**src/design/dwps_pkg.sv**
```systemverilog
`timescale 1ns / 1ps

package dwps_pkg;

  localparam logic [1:0] MODE_WINDOW = 2'd0;
  localparam logic [1:0] MODE_RGB565 = 2'd1;
  localparam logic [1:0] MODE_GRAY   = 2'd2;
  localparam logic [1:0] MODE_BINARY = 2'd3;

  localparam logic [1:0] REG_ORIENTATION    = 2'd0;
  localparam logic [1:0] REG_GRAY_THRESHOLD = 2'd1;

  localparam logic [1:0] ORIENT_RESET = 2'd2;

  localparam logic [7:0] CMD_COLUMN_SET   = 8'h2a;
  localparam logic [7:0] CMD_ROW_SET      = 8'h2b;
  localparam logic [7:0] CMD_MEMORY_WRITE = 8'h2c;

  localparam logic [15:0] COLOR_WHITE = 16'hffff;
  localparam logic [15:0] COLOR_BLACK = 16'h0000;

  localparam logic [3:0] WINDOW_LAST_STEP = 4'd10;
  localparam logic [3:0] PIXEL_LAST_STEP  = 4'd1;

  typedef struct packed {
    logic        is_window;
    logic [7:0]  col_first;
    logic [7:0]  col_final;
    logic [7:0]  row_first;
    logic [7:0]  row_final;
    logic [15:0] color;
  } desc_t;

endpackage

```
**src/design/display_window_pixel_serializer.sv**
```systemverilog
`timescale 1ns / 1ps

// Channel        Handshake          Payload
// configuration  cfg_write          cfg_index, cfg_data
// request items  push / full        mode, x_start, y_start, x_end, y_end, pixel_value, swap_bytes
// byte items     empty / pop        out_byte, is_command, last
//
// The output register sends one byte per cycle while the receiver keeps popping, so a pixel item
// is two bytes and a window item eleven; that byte rate sets the throughput.
// An accepted item is first written into the request queue; its first byte is then loaded into the output register.
// Reset is synchronous and restores orientation to landscape and the threshold to zero.
// The request queue holds QUEUE_DEPTH classified items, so input stalls only when it fills.
module display_window_pixel_serializer
  import dwps_pkg::*;
#(
  parameter int QUEUE_DEPTH = 2
) (
  input  logic        clk,
  input  logic        rst,
  input  logic        cfg_write,
  input  logic [1:0]  cfg_index,
  input  logic [7:0]  cfg_data,
  input  logic        push,
  output logic        full,
  input  logic [1:0]  mode,
  input  logic [7:0]  x_start,
  input  logic [7:0]  y_start,
  input  logic [7:0]  x_end,
  input  logic [7:0]  y_end,
  input  logic [15:0] pixel_value,
  input  logic        swap_bytes,
  output logic        empty,
  input  logic        pop,
  output logic [7:0]  out_byte,
  output logic        is_command,
  output logic        last
);

  desc_t front_desc;
  desc_t head_desc;
  logic  queue_empty;
  logic  queue_take;

  dwps_front u_front (
    .clk         (clk),
    .rst         (rst),
    .cfg_write   (cfg_write),
    .cfg_index   (cfg_index),
    .cfg_data    (cfg_data),
    .mode        (mode),
    .x_start     (x_start),
    .y_start     (y_start),
    .x_end       (x_end),
    .y_end       (y_end),
    .pixel_value (pixel_value),
    .swap_bytes  (swap_bytes),
    .desc        (front_desc)
  );

  dwps_fifo #(
    .DEPTH (QUEUE_DEPTH)
  ) u_fifo (
    .clk     (clk),
    .rst     (rst),
    .wr_en   (push && !full),
    .wr_data (front_desc),
    .full    (full),
    .rd_en   (queue_take),
    .rd_data (head_desc),
    .empty   (queue_empty)
  );

  dwps_back u_back (
    .clk        (clk),
    .rst        (rst),
    .desc       (head_desc),
    .desc_empty (queue_empty),
    .desc_take  (queue_take),
    .empty      (empty),
    .pop        (pop),
    .out_byte   (out_byte),
    .is_command (is_command),
    .last       (last)
  );

endmodule

```
**src/design/dwps_front.sv**
```systemverilog
`timescale 1ns / 1ps

module dwps_front
  import dwps_pkg::*;
(
  input  logic        clk,
  input  logic        rst,
  input  logic        cfg_write,
  input  logic [1:0]  cfg_index,
  input  logic [7:0]  cfg_data,
  input  logic [1:0]  mode,
  input  logic [7:0]  x_start,
  input  logic [7:0]  y_start,
  input  logic [7:0]  x_end,
  input  logic [7:0]  y_end,
  input  logic [15:0] pixel_value,
  input  logic        swap_bytes,
  output desc_t       desc
);

  logic [1:0] orientation;
  logic [7:0] gray_threshold;
  logic [7:0] col_off;
  logic [7:0] row_off;
  logic [7:0] gray;
  logic [15:0] color;

  always_ff @(posedge clk) begin
    if (rst) begin
      orientation <= ORIENT_RESET;
      gray_threshold <= 8'd0;
    end else if (cfg_write) begin
      case (cfg_index)
        REG_ORIENTATION:    orientation <= cfg_data[1:0];
        REG_GRAY_THRESHOLD: gray_threshold <= cfg_data;
        default: ;
      endcase
    end
  end

  // Portrait orientations shift columns by two and rows by one; landscape the reverse.
  assign col_off = orientation[1] ? 8'd1 : 8'd2;
  assign row_off = orientation[1] ? 8'd2 : 8'd1;
  assign gray = pixel_value[7:0];

  always_comb begin
    case (mode)
      MODE_RGB565: color = swap_bytes ? {pixel_value[7:0], pixel_value[15:8]} : pixel_value;
      MODE_GRAY: begin
        if (gray_threshold == 8'd0) begin
          color = {gray[7:3], gray[7:2], gray[7:3]};
        end else if (gray < gray_threshold) begin
          color = COLOR_BLACK;
        end else begin
          color = COLOR_WHITE;
        end
      end
      MODE_BINARY: color = pixel_value[0] ? COLOR_WHITE : COLOR_BLACK;
      default:     color = COLOR_BLACK;
    endcase
  end

  always_comb begin
    desc.is_window = (mode == MODE_WINDOW);
    desc.col_first = x_start + col_off;
    desc.col_final = x_end + col_off;
    desc.row_first = y_start + row_off;
    desc.row_final = y_end + row_off;
    desc.color = color;
  end

endmodule

```
**src/design/dwps_fifo.sv**
```systemverilog
`timescale 1ns / 1ps

module dwps_fifo
  import dwps_pkg::*;
#(
  parameter int DEPTH = 2
) (
  input  logic  clk,
  input  logic  rst,
  input  logic  wr_en,
  input  desc_t wr_data,
  output logic  full,
  input  logic  rd_en,
  output desc_t rd_data,
  output logic  empty
);

  localparam int PTR_W = (DEPTH > 1) ? $clog2(DEPTH) : 1;
  localparam int CNT_W = $clog2(DEPTH + 1);
  localparam logic [PTR_W-1:0] PTR_MAX = PTR_W'(DEPTH - 1);
  localparam logic [CNT_W-1:0] CNT_FULL = CNT_W'(DEPTH);

  desc_t slots [DEPTH];
  logic [PTR_W-1:0] wr_ptr;
  logic [PTR_W-1:0] rd_ptr;
  logic [CNT_W-1:0] count;

  assign full = (count == CNT_FULL);
  assign empty = (count == '0);
  assign rd_data = slots[rd_ptr];

  always_ff @(posedge clk) begin
    if (wr_en) begin
      slots[wr_ptr] <= wr_data;
    end
  end

  always_ff @(posedge clk) begin
    if (rst) begin
      wr_ptr <= '0;
      rd_ptr <= '0;
      count <= '0;
    end else begin
      if (wr_en) begin
        wr_ptr <= (wr_ptr == PTR_MAX) ? '0 : wr_ptr + 1'b1;
      end
      if (rd_en) begin
        rd_ptr <= (rd_ptr == PTR_MAX) ? '0 : rd_ptr + 1'b1;
      end
      if (wr_en && !rd_en) begin
        count <= count + 1'b1;
      end else if (rd_en && !wr_en) begin
        count <= count - 1'b1;
      end
    end
  end

endmodule

```
**src/design/dwps_back.sv**
```systemverilog
`timescale 1ns / 1ps

module dwps_back
  import dwps_pkg::*;
(
  input  logic       clk,
  input  logic       rst,
  input  desc_t      desc,
  input  logic       desc_empty,
  output logic       desc_take,
  output logic       empty,
  input  logic       pop,
  output logic [7:0] out_byte,
  output logic       is_command,
  output logic       last
);

  logic       out_valid;
  logic [3:0] step;
  logic       advance;
  logic       emit;
  logic [7:0] byte_next;
  logic       cmd_next;
  logic       last_next;

  assign empty = !out_valid;
  assign advance = !out_valid || pop;
  assign emit = advance && !desc_empty;
  assign desc_take = emit && last_next;

  always_comb begin
    byte_next = 8'h00;
    cmd_next = 1'b0;
    if (desc.is_window) begin
      last_next = (step == WINDOW_LAST_STEP);
      case (step)
        4'd0: begin
          byte_next = CMD_COLUMN_SET;
          cmd_next = 1'b1;
        end
        4'd2: byte_next = desc.col_first;
        4'd4: byte_next = desc.col_final;
        4'd5: begin
          byte_next = CMD_ROW_SET;
          cmd_next = 1'b1;
        end
        4'd7: byte_next = desc.row_first;
        4'd9: byte_next = desc.row_final;
        4'd10: begin
          byte_next = CMD_MEMORY_WRITE;
          cmd_next = 1'b1;
        end
        default: byte_next = 8'h00;
      endcase
    end else begin
      last_next = (step == PIXEL_LAST_STEP);
      byte_next = step[0] ? desc.color[7:0] : desc.color[15:8];
    end
  end

  always_ff @(posedge clk) begin
    if (rst) begin
      out_valid <= 1'b0;
      step <= 4'd0;
    end else if (advance) begin
      out_valid <= !desc_empty;
      if (emit) begin
        step <= last_next ? 4'd0 : step + 4'd1;
      end
    end
  end

  always_ff @(posedge clk) begin
    if (emit) begin
      out_byte <= byte_next;
      is_command <= cmd_next;
      last <= last_next;
    end
  end

endmodule

```
**config.mk**
```make
export PLATFORM = sky130hd
export DESIGN_NAME = display_window_pixel_serializer
export DESIGN_NICKNAME = d
export VERILOG_FILES = /design/src/design/dwps_pkg.sv /design/src/design/display_window_pixel_serializer.sv /design/src/design/dwps_front.sv /design/src/design/dwps_fifo.sv /design/src/design/dwps_back.sv
export SDC_FILE = /design/constraint.sdc
export NUM_CORES = 1
export LEC_CHECK = 0
export ABC_AREA = 1
export BUFFER_PORTS_ARGS = -buffer_cell sky130_fd_sc_hd__buf_2
export CAP_MARGIN = 20
export CORE_MARGIN = 2
export CORE_UTILIZATION = 39
export CTS_CLUSTER_SIZE = 10
export DETAILED_ROUTE_END_ITERATION = 10
export GPL_ROUTABILITY_DRIVEN = 0
export GPL_TIMING_DRIVEN = 0
export PLACE_DENSITY = 0.62
export RECOVER_POWER = 100
export SETUP_SLACK_MARGIN = 0.4
export SLEW_MARGIN = 25
export SYNTH_ARGS = -nofsm -noshare
export SYNTH_HDL_FRONTEND = slang
export SYNTH_SLANG_ARGS = --single-unit
```
**constraint.sdc**
```tcl
create_clock -name clk -period 3.3 [get_ports clk]
set_input_delay 0.33 -clock clk [delete_from_list [all_inputs] [get_ports clk]]
set_output_delay 0.33 -clock clk [all_outputs]
set_load 0.01 [all_outputs]
```
==> key figures <==
Critical path
  – Worst Setup End Kind: register
  – Slowest CP cell: clkbuf_1
  – Critical path class: register to register
  – Worst path bufs/invs: 2
  – Critical Path, Cell by Cell: inv_1 -> o21ai_0 -> nor2_1 -> clkbuf_1
  – Worst setup SP type: register
  – Worst Path Max Fanout: 18
  – Reg-to-reg slack, setup: 0.64 ns
  – Worst r2r path cells: 4
  – Top delay family on crit path: buffers and inverters
  – Reg2reg end: u_fifo.slots[0][24]$_DFFE_PP_
  – Worst R2R Start: u_fifo.count[1]$_SDFFE_PP0P_
  – WP data required: 3.33 ns
  – Crit path DAT: 2.69 ns
  – Critical path's largest stage delay: 0.93 ns

Drt
  – DRT iter0 DRCs: 430
  – Vias per inst: 4.93
  – Total iterations of the first detailed-routing run: 5
  – WL/cell: 15.6 µm
  – Via count: 4870
  – Antenna-violating nets left: 0
  – Final WL: 15.4 mm
  – DRC: 0

Global route
  – Grt ovf: 0
  – Initial antenna violation count: 1
  – Largest net degree at the start of global routing: 25
  – GRT Util Overall: 18.2%
  – First-pass GRT wire length: 24.3 mm
  – GRT met1 Usage: 21.7%
  – Met3 usage in global routing: 4.82%
  – Vias in the first global route: 4913
  – Gr busiest metal: met2
  – Met2 Track Usage GR: 31.2%

Timing
  – Final hold vios: 0
  – Worst-margin pin slew: 1.28 ns
  – RSZ-0062 raised after global routing: no
  – Fin. max-slew vios: 0
  – Slew headroom: 14.1%
  – Fin crit share: 80.5%
  – Setup violations, final: 0
  – Worst hold slack: 0.165 ns
  – Fmax: 377 MHz
  – Clock Skew: 0.00919 ns
  – Fin Setup TNS: 0 ns
  – Post-route minimum period: 2.66 ns

Synth
  – Net Count, Synth: 748
  – Synthesized area per cell: 9.65 µm²
  – Seq cells post-synth: 127
  – Area share of fa/ha/maj cells after synthesis: 5.20%
  – Yosys cell types: 39
  – Area leader, netlist: edfxtp_1
  – Async SR Flop Fraction: 0%
  – Post-Synth Simple-Gate Area: 20.0%
  – Post-synthesis xor/xnor area fraction: 3.45%
  – Mapped Cells: 658
  – Share of the synthesized area in the top cell type: 51.1%
  – Commonest cells in the netlist: nand2_1 (167), edfxtp_1 (108), nor2_1 (81)
  – Seq/Total Area, Yosys: 57.0%
  – Main combinational cell family by area after synthesis: simple AND/OR/NAND/NOR gates
  – Top cells by area, synth: edfxtp_1 (51%), nand2_1 (9.9%), dfxtp_1 (6.0%)
  – Mux contribution to synthesized area: 0%
  – Most common cell in the netlist: nand2_1
  – Synth warnings: 0
  – Ys flop type: edfxtp_1
  – Synthesized area: 6350 µm²
  – Compound-cell area share of the yosys netlist: 8.49%
  – Post-synth EDFFs: 108

Clock network
  – Postcts setup bufs: 0
  – CTS hold repair buffers: 0
  – CTS Buf Count: 17
  – PostCTS Resize Cnt: 0
  – CTS tree: yes
  – Clock Latency Late Sink: 0.42 ns
  – Clk slew on worst S/H paths: 0.05 ns
  – Clk sinks: 127
  – CTS root buffer: clkbuf_16
  – H-tree Lvls: 4
  – Max Root-Sink Buffers: 2

Min path
  – Hold depth: 2
  – Worst Hold End: u_front.orientation[1]$_SDFFE_PP1P_
  – Worst min-delay path class: primary input to register
  – Worst Hold Launch: cfg_data[1]

Die
  – Die area: 17300 µm²
  – Initial core utilization: 40.0%
  – Die W: 132 µm
  – Die height: 132 µm
  – I/O pin total: 78
  – CORE AREA: 15900 µm²
  – FP Rows: 46

Power
  – Combinational share of power: 22.5%
  – P_sw: 1550 µW
  – Internal Power: 3820 µW
  – Clk pwr share: 36.9%
  – Sw Share: 28.9%
  – Leak: 0.00324 µW
  – Worst VDD drop: 0.348 mV
  – Power Density: 701 nW/µm²
  – Register share of total power: 40.6%

Finish
  – Layout area overhead: 20.5%
  – N_diodes: 0
  – Fraction of layout cells with a size suffix above 1: 16.0%
  – Final #Nets: 848

Place
  – Number of port buffers: 77
  – DP HPWL: 11.4 mm

Flow run
  – MaxCap Viol Count: 0

Status
  – Run status: finished clean
## sequential cells by signal, summed over array words and instances (netlist names), named ones only
name                    count
u_back.is_command           1
u_back.last                 1
u_back.out_byte             8
u_back.out_valid            1
u_back.step                 4
u_fifo.count                2
u_fifo.rd_ptr               1
u_fifo.slots               98
u_fifo.wr_ptr               1
u_front.gray_threshold      8
u_front.orientation         1
## logic make-up (layout without fill, tap and decap cells)
| family | Yosys count | after routing |
|---|---|---|
| simple gates | 306 | 306 |
| flops | 127 | 127 |
| compound gates | 97 | 97 |
| buf+inv | 79 | 192 |
| xor+xnor | 25 | 25 |
| fa+ha+maj | 24 | 24 |
## routing by layer
| layer | wire (µm) | up-vias |
|---|---|---|
| met5 | 13 | - |
| met4 | 431 | 2 |
| met3 | 831 | 40 |
| met2 | 7520 | 163 |
| met1 | 6640 | 2255 |
| li1 | - | 2410 |
## worst max-delay path by stage
stage | startpoint | to | slack [ns] | cells past startpoint
after floorplan | u_fifo.count[1]$_SDFFE_PP0P_ | u_fifo.slots[1][0]$_DFFE_PP_ | 0.97 | 3
final | u_fifo.count[1]$_SDFFE_PP0P_ | u_fifo.slots[0][24]$_DFFE_PP_ | 0.64 | 4
after global placement | u_fifo.count[1]$_SDFFE_PP0P_ | u_fifo.slots[1][33]$_DFFE_PP_ | 0.20 | 3
after detailed placement | u_front.orientation[1]$_SDFFE_PP1P_ | u_fifo.slots[1][22]$_DFFE_PP_ | 0.88 | 7
after global routing | u_fifo.count[1]$_SDFFE_PP0P_ | u_fifo.slots[0][36]$_DFFE_PP_ | 0.53 | 4
after CTS | u_front.orientation[1]$_SDFFE_PP1P_ | u_fifo.slots[0][22]$_DFFE_PP_ | 0.88 | 7
## placed cells by master, fill, tap and decap left out, types with 4 or more instances in the layout
cell type,n
nand2_1,170
edfxtp_1,108
nor2_1,81
buf_2,69
inv_1,54
o21ai_0,45
nand3_1,37
a21oi_1,37
clkbuf_1,23
ha_1,20
dfxtp_1,19
xor2_1,17
clkbuf_16,17
xnor2_1,8
buf_6,7
o22ai_1,7
nand4_1,6
nor3_1,5
bufinv_16,5
clkinv_2,5
fa_1,4
## power groups by stage
stage | Combinational, µW | Sequential (µW) | Clock, µW
floorplan | 757 | 2230 | 0
global placement | 1170 | 2210 | 0
detailed placement | 1260 | 2210 | 0
CTS | 1270 | 2180 | 2000
global route | 1350 | 2210 | 2070
finish | 1210 | 2180 | 1980
## layout make-up
cell class / instances / area [µm²]
inverters: 58 / 223
fillers: 1486 / 8230
plain buffers: 21 / 146
well taps: 216 / 270
flip-flops and latches: 127 / 3620
repair buffers: 81 / 439
clock buffers: 19 / 433
multi-input cells: 452 / 2330
clock inverters: 13 / 194
## metrics by stage
stage	setup WS [ns]	cells	util, %	area [µm²]	power (µW)
after global placement	0.198	951	44.1	7010	3380
after detailed placement	0.885	955	44.8	7120	3470
final	0.644	987	48.2	7650	5370
after floorplan	0.971	658	-	6360	2990
after global routing	0.529	987	48.2	7650	5630
after CTS	0.876	987	48.8	7740	5450
No activity file was read; power rests on OpenSTA's default activity.
